==> config.mk <==
export PLATFORM = sky130hd
export DESIGN_NAME = read_completion_reorder_buffer
export DESIGN_NICKNAME = d
export VERILOG_FILES = /design/src/rtl/rcrb_pkg.sv /design/src/rtl/rcrb_cell.sv /design/src/rtl/read_completion_reorder_buffer.sv
export VERILOG_INCLUDE_DIRS = /design/src /design/src/rtl
export SDC_FILE = /design/constraint.sdc
export NUM_CORES = 2
export LEC_CHECK = 0
export ABC_AREA = 1
export BUFFER_PORTS_ARGS = -buffer_cell sky130_fd_sc_hd__buf_2
export CAP_MARGIN = 20
export CORE_MARGIN = 2
export CORE_UTILIZATION = 59
export CTS_CLUSTER_DIAMETER = 200
export CTS_CLUSTER_SIZE = 30
export DETAILED_ROUTE_END_ITERATION = 7
export PLACE_DENSITY_LB_ADDON = 0.25
export SLEW_MARGIN = 20
export SYNTH_ARGS = -nofsm -noshare
export SYNTH_HDL_FRONTEND = slang
export SYNTH_SLANG_ARGS = --single-unit
==> constraint.sdc <==
create_clock -name clk -period 7.3 [get_ports clk]
set_input_delay 1.46 -clock clk [delete_from_list [all_inputs] [get_ports clk]]
set_output_delay 1.46 -clock clk [all_outputs]
set_load 0.02 [all_outputs]
==> src/rtl/read_completion_reorder_buffer_assert.svh <==
// Assertion macros for the read completion reorder buffer.
// Expects signals named clk and rst_n in the including module's scope.
`ifndef READ_COMPLETION_REORDER_BUFFER_ASSERT_SVH
`define READ_COMPLETION_REORDER_BUFFER_ASSERT_SVH

// expression holds on every edge out of reset
`define RCRB_ASSERT_ALWAYS(lbl, expr, msg) \
    lbl: assert property (@(posedge clk) disable iff (!rst_n) (expr)) else $error(msg);

// consequence holds on the edge after the antecedent
`define RCRB_ASSERT_NEXT(lbl, ante, cons, msg) \
    lbl: assert property (@(posedge clk) disable iff (!rst_n) (ante) |=> (cons)) else $error(msg);

// consequence holds in the same cycle as the antecedent
`define RCRB_ASSERT_IMP(lbl, ante, cons, msg) \
    lbl: assert property (@(posedge clk) disable iff (!rst_n) (ante) |-> (cons)) else $error(msg);

`endif

==> src/rtl/rcrb_pkg.sv <==
// Shared types and constants of the read completion reorder buffer.
// No dependencies; used by rcrb_cell and read_completion_reorder_buffer.
package rcrb_pkg;

    localparam int SEQ_W    = 32;
    localparam int TAG_W    = 8;
    localparam int LEN_W    = 13;
    localparam int STATUS_W = 3;

    typedef enum logic [STATUS_W-1:0] {
        STAT_ISSUED    = 3'd0,
        STAT_DELIVERED = 3'd1,
        STAT_HELD      = 3'd2,
        STAT_DROPPED   = 3'd3,
        STAT_CLOSED    = 3'd4,
        STAT_DISCARDED = 3'd5
    } status_t;

    typedef enum logic [1:0] {
        S_IDLE,
        S_EXEC,
        S_DRAIN,
        S_CLOSE
    } state_t;

    typedef enum logic [1:0] {
        CELL_HOLD,
        CELL_INSERT,
        CELL_REMOVE,
        CELL_POP
    } cell_op_t;

    typedef struct packed {
        logic [SEQ_W-1:0] seq;
        logic [TAG_W-1:0] tag;
        logic [LEN_W-1:0] len;
    } entry_t;

    typedef struct packed {
        logic   occ;
        entry_t entry;
    } slot_t;

    // prefix flags rippling from cell 0 upward
    typedef struct packed {
        logic ins_hit;
        logic rm_hit;
    } chain_t;

endpackage

==> src/rtl/rcrb_cell.sv <==
// One store cell of the reorder buffer: an entry, its occupied flag, and the
// local insert / match decisions. Depends on rcrb_pkg.
module rcrb_cell
    import rcrb_pkg::*;
(
    input  logic             clk,
    input  logic             rst_n,
    input  cell_op_t         op,
    input  logic [SEQ_W-1:0] exp_seq,
    input  logic [SEQ_W-1:0] in_dist,
    input  entry_t           ins_entry,
    input  slot_t            left,
    input  slot_t            right,
    input  chain_t           chain_in,
    output slot_t            slot,
    output chain_t           chain_out,
    output logic             sel
);

    entry_t           entry_reg;
    entry_t           entry_next;
    logic             occ_reg;
    logic             occ_next;
    logic [SEQ_W-1:0] own_dist;
    logic             ins_hit;
    logic             rm_hit;

    assign own_dist = entry_reg.seq - exp_seq;
    assign ins_hit  = !occ_reg || (in_dist < own_dist);
    assign rm_hit   = occ_reg && (entry_reg.seq == exp_seq);

    assign chain_out.ins_hit = chain_in.ins_hit | ins_hit;
    assign chain_out.rm_hit  = chain_in.rm_hit | rm_hit;
    assign sel               = rm_hit && !chain_in.rm_hit;

    assign slot.occ   = occ_reg;
    assign slot.entry = entry_reg;

    always_comb
    begin
        entry_next = entry_reg;
        occ_next   = occ_reg;
        case (op)
            CELL_INSERT:
            begin
                if (chain_in.ins_hit)
                begin
                    entry_next = left.entry;
                    occ_next   = left.occ;
                end
                else if (ins_hit)
                begin
                    entry_next = ins_entry;
                    occ_next   = 1'b1;
                end
            end
            CELL_REMOVE:
            begin
                if (chain_in.rm_hit || rm_hit)
                begin
                    entry_next = right.entry;
                    occ_next   = right.occ;
                end
            end
            CELL_POP:
            begin
                entry_next = right.entry;
                occ_next   = right.occ;
            end
            default:
            begin
                entry_next = entry_reg;
                occ_next   = occ_reg;
            end
        endcase
    end

    always_ff @(posedge clk or negedge rst_n)
    begin
        if (!rst_n)
        begin
            occ_reg <= 1'b0;
        end
        else
        begin
            occ_reg <= occ_next;
        end
    end

    always_ff @(posedge clk)
    begin
        entry_reg <= entry_next;
    end

endmodule

==> src/rtl/read_completion_reorder_buffer.sv <==
// Top level of the read completion reorder buffer: control, counters, result
// register and the row of rcrb_cell stages. Depends on rcrb_pkg and the assert header.
//
// channel  handshake             payload
// req      req_valid/req_stall   action, seq, buffer_tag, byte_count
// rsp      rsp_valid/rsp_stall   status, out_seq, out_tag, out_count, last
//
// Issue, held and dropped: the request is captured in idle, then exec gives one result.
// Delivery: exec, then drain gives the delivery and the k held entries released behind it.
// Close: each of the n held entries is discarded in turn, then a closed result.
// One result per cycle into the single result register; a stalled rsp pauses the sequence.
// Reset clears counters, occupancy and control; held entries need no clearing.
module read_completion_reorder_buffer
    import rcrb_pkg::*;
#(
    parameter int DEPTH     = 8,
    parameter int MAX_BYTES = 4096
)
(
    input  logic             clk,
    input  logic             rst_n,
    input  logic             req_valid,
    output logic             req_stall,
    input  logic             action,
    input  logic [SEQ_W-1:0] seq,
    input  logic [TAG_W-1:0] buffer_tag,
    input  logic [LEN_W-1:0] byte_count,
    output logic             rsp_valid,
    input  logic             rsp_stall,
    output logic [2:0]       status,
    output logic [SEQ_W-1:0] out_seq,
    output logic [TAG_W-1:0] out_tag,
    output logic [LEN_W-1:0] out_count,
    output logic             last
);

`include "read_completion_reorder_buffer_assert.svh"

    localparam int CAP_W = LEN_W + 4;
    localparam logic [CAP_W-1:0] MAX_CAP = CAP_W'(MAX_BYTES);

    state_t           state_reg;
    state_t           state_next;
    logic [SEQ_W-1:0] issue_seq_reg;
    logic [SEQ_W-1:0] issue_seq_next;
    logic [SEQ_W-1:0] exp_reg;
    logic [SEQ_W-1:0] exp_next;
    logic             in_action_reg;
    logic             in_action_next;
    entry_t           in_entry_reg;
    entry_t           in_entry_next;
    entry_t           pend_reg;
    entry_t           pend_next;
    logic             rsp_valid_reg;
    logic             rsp_valid_next;
    status_t          rsp_status_reg;
    entry_t           rsp_entry_reg;
    logic             rsp_last_reg;

    logic             slot_free;
    logic             rsp_load;
    status_t          res_status;
    entry_t           res_entry;
    logic             res_last;
    cell_op_t         cell_op;
    logic [LEN_W-1:0] cnt_sat;
    logic [SEQ_W-1:0] in_dist;
    logic             is_close;
    logic             is_deliver;
    logic             full;
    logic             found;
    entry_t           found_entry;

    slot_t            cell_slot  [DEPTH];
    slot_t            left_slot  [DEPTH];
    slot_t            right_slot [DEPTH];
    chain_t           chain_in   [DEPTH];
    chain_t           chain_out  [DEPTH];
    logic [DEPTH-1:0] sel_vec;
    logic [DEPTH-1:0] occ_vec;

    genvar gi;
    generate
        for (gi = 0; gi < DEPTH; gi++)
        begin : g_cell
            if (gi == 0)
            begin : g_head
                assign left_slot[gi] = '{occ: 1'b1, entry: '0};
                assign chain_in[gi]  = '0;
            end
            else
            begin : g_body
                assign left_slot[gi] = cell_slot[gi-1];
                assign chain_in[gi]  = chain_out[gi-1];
            end
            if (gi == DEPTH - 1)
            begin : g_tail
                assign right_slot[gi] = '0;
            end
            else
            begin : g_mid
                assign right_slot[gi] = cell_slot[gi+1];
            end

            rcrb_cell u_cell (
                .clk       (clk),
                .rst_n     (rst_n),
                .op        (cell_op),
                .exp_seq   (exp_reg),
                .in_dist   (in_dist),
                .ins_entry (in_entry_reg),
                .left      (left_slot[gi]),
                .right     (right_slot[gi]),
                .chain_in  (chain_in[gi]),
                .slot      (cell_slot[gi]),
                .chain_out (chain_out[gi]),
                .sel       (sel_vec[gi])
            );

            assign occ_vec[gi] = cell_slot[gi].occ;
        end
    endgenerate

    assign cnt_sat    = (CAP_W'(byte_count) > MAX_CAP) ? MAX_CAP[LEN_W-1:0] : byte_count;
    assign in_dist    = in_entry_reg.seq - exp_reg;
    assign is_close   = (in_entry_reg.len == '0);
    assign is_deliver = (in_entry_reg.seq == exp_reg);
    assign full       = occ_vec[DEPTH-1];
    assign found      = chain_out[DEPTH-1].rm_hit;
    assign slot_free  = !rsp_valid_reg || !rsp_stall;
    assign req_stall  = (state_reg != S_IDLE);

    always_comb
    begin
        found_entry = '0;
        for (int i = 0; i < DEPTH; i++)
        begin
            if (sel_vec[i])
            begin
                found_entry = entry_t'(found_entry | cell_slot[i].entry);
            end
        end
    end

    // next state
    always_comb
    begin
        state_next = state_reg;
        case (state_reg)
            S_IDLE:
            begin
                if (req_valid)
                begin
                    state_next = S_EXEC;
                end
            end
            S_EXEC:
            begin
                if (in_action_reg && is_close)
                begin
                    state_next = S_CLOSE;
                end
                else if (in_action_reg && is_deliver)
                begin
                    state_next = S_DRAIN;
                end
                else if (slot_free)
                begin
                    state_next = S_IDLE;
                end
            end
            S_DRAIN:
            begin
                if (slot_free && !found)
                begin
                    state_next = S_IDLE;
                end
            end
            S_CLOSE:
            begin
                if (slot_free && !occ_vec[0])
                begin
                    state_next = S_IDLE;
                end
            end
            default:
            begin
                state_next = S_IDLE;
            end
        endcase
    end

    // datapath control
    always_comb
    begin
        issue_seq_next = issue_seq_reg;
        exp_next       = exp_reg;
        in_action_next = in_action_reg;
        in_entry_next  = in_entry_reg;
        pend_next      = pend_reg;
        rsp_load       = 1'b0;
        res_status     = STAT_ISSUED;
        res_entry      = in_entry_reg;
        res_last       = 1'b1;
        cell_op        = CELL_HOLD;
        case (state_reg)
            S_IDLE:
            begin
                if (req_valid)
                begin
                    in_action_next = action;
                    in_entry_next  = '{seq: seq, tag: buffer_tag, len: cnt_sat};
                end
            end
            S_EXEC:
            begin
                if (!in_action_reg)
                begin
                    res_status = STAT_ISSUED;
                    res_entry  = '{seq: issue_seq_reg, tag: '0, len: '0};
                    if (slot_free)
                    begin
                        rsp_load       = 1'b1;
                        issue_seq_next = issue_seq_reg + 1'b1;
                    end
                end
                else if (is_close)
                begin
                    rsp_load = 1'b0;
                end
                else if (is_deliver)
                begin
                    pend_next = in_entry_reg;
                    exp_next  = exp_reg + 1'b1;
                end
                else if (full)
                begin
                    res_status = STAT_DROPPED;
                    rsp_load   = slot_free;
                end
                else
                begin
                    res_status = STAT_HELD;
                    rsp_load   = slot_free;
                    if (slot_free)
                    begin
                        cell_op = CELL_INSERT;
                    end
                end
            end
            S_DRAIN:
            begin
                res_status = STAT_DELIVERED;
                res_entry  = pend_reg;
                res_last   = !found;
                if (slot_free)
                begin
                    rsp_load = 1'b1;
                    if (found)
                    begin
                        cell_op   = CELL_REMOVE;
                        pend_next = found_entry;
                        exp_next  = exp_reg + 1'b1;
                    end
                end
            end
            S_CLOSE:
            begin
                if (occ_vec[0])
                begin
                    res_status = STAT_DISCARDED;
                    res_entry  = cell_slot[0].entry;
                    res_last   = 1'b0;
                    if (slot_free)
                    begin
                        rsp_load = 1'b1;
                        cell_op  = CELL_POP;
                    end
                end
                else
                begin
                    res_status = STAT_CLOSED;
                    res_entry  = '{seq: in_entry_reg.seq, tag: in_entry_reg.tag, len: '0};
                    if (slot_free)
                    begin
                        rsp_load       = 1'b1;
                        issue_seq_next = '0;
                        exp_next       = '0;
                    end
                end
            end
            default:
            begin
                rsp_load = 1'b0;
            end
        endcase
    end

    assign rsp_valid_next = rsp_load || (rsp_valid_reg && rsp_stall);

    always_ff @(posedge clk or negedge rst_n)
    begin
        if (!rst_n)
        begin
            state_reg     <= S_IDLE;
            issue_seq_reg <= '0;
            exp_reg       <= '0;
            rsp_valid_reg <= 1'b0;
        end
        else
        begin
            state_reg     <= state_next;
            issue_seq_reg <= issue_seq_next;
            exp_reg       <= exp_next;
            rsp_valid_reg <= rsp_valid_next;
        end
    end

    always_ff @(posedge clk)
    begin
        in_action_reg <= in_action_next;
        in_entry_reg  <= in_entry_next;
        pend_reg      <= pend_next;
        if (rsp_load)
        begin
            rsp_status_reg <= res_status;
            rsp_entry_reg  <= res_entry;
            rsp_last_reg   <= res_last;
        end
    end

    assign rsp_valid = rsp_valid_reg;
    assign status    = rsp_status_reg;
    assign out_seq   = rsp_entry_reg.seq;
    assign out_tag   = rsp_entry_reg.tag;
    assign out_count = rsp_entry_reg.len;
    assign last      = rsp_last_reg;

    `RCRB_ASSERT_ALWAYS(a_occ_packed, ((occ_vec >> 1) & ~occ_vec) == '0, "occupancy not packed at head")
    `RCRB_ASSERT_IMP(a_no_insert_full, cell_op == CELL_INSERT, !occ_vec[DEPTH-1], "insert into full store")
    `RCRB_ASSERT_NEXT(a_last_to_idle, rsp_load && res_last, state_reg == S_IDLE, "final result without return to idle")
    `RCRB_ASSERT_NEXT(a_close_clears, state_reg == S_CLOSE && slot_free && !occ_vec[0], issue_seq_reg == '0 && exp_reg == '0, "sequences not cleared on close")

endmodule
---- After elaboration in Yosys (flattened, before gate mapping) ----
Cells that the tools add are included.
Widths: inputs -> output; s select.
storage, ports and cells
  register bits after elaboration ......... 663
  bits in latches ......................... 0
  bits in writable memories ............... 0
  ROM bits ................................ 0
  bits of input ports ..................... 58
  output and inout port bits .............. 59
  memories ................................ 0
operators by class
  $add $sub $neg .......................... 11
  multiply operators ...................... 0
  divide/modulo/power cells ............... 0
  $lt $le $gt $ge ......................... 9
  equal/unequal tests ..................... 44
  shifts and indexed selects .............. 0
  multiplexer cells ....................... 120
  bitwise gates (word level) .............. 20
  reduce and logical (&&, ||, !) cells .... 76
operators by type and width
  operator               count
  $mux 53                38
  $pmux 53 s3            9
  $or 53x53->53          7
  $eq 32x32->1           9
  $mux 32                9
  $sub 32x32->32         9
  $lt 32x32->1           8
  $pmux 53 s2            1
  $pmux 32 s3            1
  $add 32x1->32 const B  2
  $pmux 32 s2            1
  $mux 1                 35
  $mux 2                 13
  $ne 2x2->1 const B     12
  $pmux 1 s3             8
  $reduce_and 3->1       8
  $logic_and 1x1->1      20
  $logic_not 1->1        18
  $ne 2x1->1 const B     9
  $ne 3x1->1 const B     6
  $logic_or 1x1->1       17
  $gt 13x13->1 const B   1
  $logic_not 13->1       1
  $or 1x1->1             13
  17 further kinds       25

---- Longest topological paths before layout ----
  word-level depth ........................ 20
  mapped depth ............................ 42
  gate-level depth less buffers ........... 41

---- Hierarchy ----
From an unflattened synthesis, not the netlist that was laid out.
unflattened totals
  cell total of the unflattened synthesis .. 8383
  area total of the unflattened synthesis .. 59881.2 µm²
by module, submodules not included
  module                             instances  cells an instance  area each (µm²)  seq. area each (µm²)
  rcrb_cell at g_cell[0].u_cell ...  6          773                5470.2           1616.6
  read_completion_reorder_buffer     1          2207               16119.2          6601.3
  rcrb_cell at g_cell[7].u_cell      1          769                5476.5           1616.6
  rcrb_cell at g_cell[6].u_cell      1          769                5464.0           1616.6

---- Least setup slack after synthesis ----
OpenSTA, ideal clock, no wires.
  kind .................................... register to register
  from .................................... register exp_reg[1]
  to ...................................... register g_cell[2].u_cell.entry_reg, in the netlist g_cell[2].u_cell.slot[0] (enable)
  arrival ................................. 6507 ps
  required time ........................... 6833 ps
  slack ................................... 326 ps
  stages on the path, launching flop included .. 34
  path buffers ............................ 0
  period minus slack after synthesis ...... 6974 ps
  cells stage by stage .................... dfrtp_1 > inv_1 > ha_1 > nand3_1 > nor2_1 > a21oi_1 > inv_1 > a21oi_1 > o21bai_1 > a21oi_1 > inv_1 > a21oi_1 > inv_1 > a21oi_1 > o21ai_0 > nand2_1 > nand2_1 > xor2_1 > ha_1 > nand2_1 > inv_1 > nand3_1 > inv_1 > nand2_1 > nor2_1 > nand3_1 > nor2_1 > nor2_1 > nand2_1 > nand2_1 > nor2_4 > nand2_1 > nor2_1 > nor2_1
on the way
  longest elaborated chain between the ends .. 15
  elaborated cells on any way between the ends .. 49
  those cells by class .................... 4 x add/sub; 3 x order compare; 14 x eq/ne; 6 x mux; 8 x bitwise; 14 x reduce/logical
RTL lines
  element                                                  line                                   text
  from (decl)                                              read_completion_reorder_buffer.sv:46   logic [SEQ_W-1:0] exp_reg;
  from (signal assigned)                                   read_completion_reorder_buffer.sv:314  exp_reg <= exp_next;
  branches (longest 14 deep; another with $sub 32x32->32)  --
  $reduce_and 3->1 (no source line) (*)                    --
  to (signal assigned)                                     rcrb_cell.sv:92                        entry_reg <= entry_next;
  to (decl)                                                rcrb_cell.sv:20                        entry_t entry_reg;
Mark *: on every way between the ends.
A chain may end at the register's enable or synchronous reset.

==> flow_metrics.tcl <==
set metrics [dict create \
    outcome "finished, final reports clean" \
    place_area_mm2 0.0548 \
    hold_start "exp_reg[16]" \
    min_path_cells 2 \
    p_leak_nw 23.6 \
    drive_above_1_share 0.0641 \
    cts_buffer_depth 3 \
    powerDensity_mw_per_mm2 402 \
    io_pins 117 \
    syn-cell-area_mm2 0.0523 \
    dp_worst_setup_slack_ns 0.488 \
    synth_nets 6997 \
    finish.instance_area_mm2 0.0556 \
    final_cell_mix "nand2_1 (1185), inv_1 (756), a21oi_1 (657), edfxtp_1 (588), ha_1 (494)" \
    slowest_stage "ha_1" \
    synth_warnings 0 \
    cts_root_buf "clkbuf_16" \
    rr_startpoint "exp_reg[3]" \
    synth_seq_area_share 0.374 \
    clockPowerShare 0.089 \
    slew_violations 0 \
    insertion_delay_ns 0.69 \
    cp-end-kind "flop" \
    drc 0 \
    grt_pass1_wl_um 314000 \
    dp_hpwl_um 161000 \
    ys_ff_latch 663 \
    die_w_um 302 \
    fin_nets 7034 \
    worst_slew_pin_slew_ns 1.26 \
    grt_pass1_vias 49200 \
    rr_worst_depth 36 \
    combPwrFrac 0.625 \
    gp_congestion 1.08 \
    crit_path_start_kind "flop" \
    areaGrowthSynthToFinish_pct 6.35 \
    hp-class "reg2reg" \
    numCtsBuffers 26 \
    cts_tree "yes" \
    final_common_cell "nand2_1" \
    synth_area_per_cell_um2 8.12 \
    clock_sinks 663 \
    die_h_um 302 \
    drt_iter0_drc 8092 \
    dieArea_mm2 0.0910 \
    path_max_fanout 78 \
    wl_um 218000 \
    max_stage_delay_ns 0.47 \
    cp.required_ns 7.68 \
    start_util 0.593 \
    crit_type "reg2reg" \
    clkTransAtPathRegs_ns 0.14 \
    irDropWorstVdd_uv 440 \
    power_switching_mw 11.5 \
    cts-htree-levels 1 \
    hold_viol 0 \
    final.setup.worst_slack_ns 0.288 \
    rrSetupSlack_ns 0.29 \
    firstDrtPassIters 7 \
    synthArstFlopShare 0.113 \
    synthCells 6437 \
    synth_edf_count 588 \
    grt_max_degree 138 \
    core-area_mm2 0.0881 \
    wl_per_cell_um 28.5 \
    largest_register_ffs 424 \
    p_int_mw 10.8 \
    max_slew_margin 0.157 \
    seq_power_share 0.286 \
    vias_per_cell 6.77 \
    ant_nets 0 \
    max-cap-violations 0 \
    path_common_cell "nand2_1" \
    dr_total_vias 51900 \
    ys.flop_type "edfxtp_1" \
    fin_skew_ns 0.0731 \
    overflow 0 \
    r2r_end "g_cell[6].u_cell.slot[19]" \
    max_freq_mhz 143 \
    min_to "exp_reg[16]" \
    grt_usage 0.469 \
    finalCritPeriodShare 0.961 \
    portBuffers 116 \
    ys_types 60 \
    num_rows 109 \
    setup_viol 0 \
    antenna_found_initial 4 \
    finalCriticalPeriod_ns 7.01 \
    worstPathArrival_ns 7.39 \
    fill_cells 7877 \
    netSwitchingFraction 0.515 \
]
power groups by stage:
| stage | sequential (mW) | combinational (mW) | clock, mW |
|---|---|---|---|
| 6_report | 6.38 | 14.0 | 1.99 |
| 5_1_grt | 6.42 | 15.2 | 2.05 |
| 4_1_cts | 6.31 | 13.5 | 1.96 |
| 3_5_place_dp | 6.39 | 13.4 | 0 |
| 3_3_place_gp | 6.37 | 13.3 | 0 |
| 2_1_floorplan | 6.27 | 8.67 | 0 |
synthesized netlist by cell type, types with 11 or more instances:
library cell	instances	share of area
a211oi_1	25	0.0036
a21o_1	11	0.0016
a21oi_1	661	0.063
a221oi_1	12	0.0020
a22oi_1	74	0.011
a31oi_1	34	0.0041
buf_1	42	0.0030
clkbuf_1	191	0.014
dfrtp_1	75	0.036
edfxtp_1	588	0.34
ha_1	494	0.12
inv_1	764	0.055
inv_2	11	0.00079
nand2_1	1191	0.086
nand3_1	383	0.037
nand4_1	149	0.018
nor2_1	415	0.030
nor3_1	85	0.0081
nor4_1	47	0.0056
o2111ai_1	19	0.0032
o211ai_1	169	0.024
o211ai_2	50	0.012
o21a_1	72	0.010
o21ai_0	386	0.037
o21bai_1	21	0.0030
o221ai_1	70	0.012
o22ai_1	23	0.0028
o31ai_1	28	0.0040
xnor2_1	120	0.020
xor2_1	141	0.024
logic make-up after synthesis:
family,after synthesis,share of synthesized area
xor gates and xnor gates,261,0.0437
and+or+nand+nor,2296,0.188
DFF,663,0.374
buffers and inverters,1040,0.0769
adders and majority gates,502,0.121
AOI/OAI and AO/OA,1675,0.197
final cells by class:
type                            instances  area [µm²]  share of cell area
Tap cell                             1165        1460              0.0262
Antenna cell                            2        5.00           0.0000900
Inverter                              777        2930              0.0528
Timing Repair Buffer                  272        1990              0.0358
Sequential cell                       663       19500               0.351
Multi-Input combinational cell       4734       28900               0.520
Clock inverter                          2        28.8            0.000518
Clock buffer                           46         747              0.0134
critical path: cells and delay by family (launching register included):
family,cells,cell delay [ns]
and+or+nand+nor,23,3.18
adders and majority gates,2,0.78
buffers and inverters,5,1.11
DFF,1,0.46
xor gates and xnor gates,1,0.11
AOI/OAI and AO/OA,5,1.05
stage by stage:
stage	hold WS, ns	utilization	setup TNS, ns	cells	power, mW
6_report	0.530	0.631	0	7661	22.3
5_1_grt	0.570	0.631	-0.00129	7659	23.7
4_1_cts	0.529	0.630	0	7655	21.8
3_5_place_dp	0.501	0.622	0	7607	19.8
3_3_place_gp	0.496	0.622	0	7607	19.6
2_1_floorplan	0.473	-	0	6437	14.9
worst max-delay path by stage:
stage / from / to / slack, ns / cells past startpoint
floorplan: exp_reg[1] / g_cell[2].u_cell.slot[0] / 0.33 / 33
global placement: exp_reg[0] / g_cell[3].u_cell.slot[46] / 0.61 / 33
detailed placement: exp_reg[3] / g_cell[7].u_cell.slot[41] / 0.49 / 36
CTS: exp_reg[3] / g_cell[7].u_cell.slot[15] / 0.45 / 36
global route: exp_reg[3] / g_cell[6].u_cell.slot[19] / -0.001 / 30
finish: exp_reg[3] / g_cell[6].u_cell.slot[19] / 0.29 / 36
routing by layer:
metal,track usage,up-vias,wire length (µm)
li1,-,22800,-
met1,0.597,24000,77400
met2,0.697,4216,90300
met3,0.141,911,33200
met4,0.296,2,17300
met5,0,-,14
timing repair:
item	4_1_cts	5_1_grt
hold buffers	0	0
setup endpoints to repair	0	159
setup buffers	0	4
endpoints found under the hold margin	0	0
resized for setup	0	8
(Power assumes the default switching activity.)
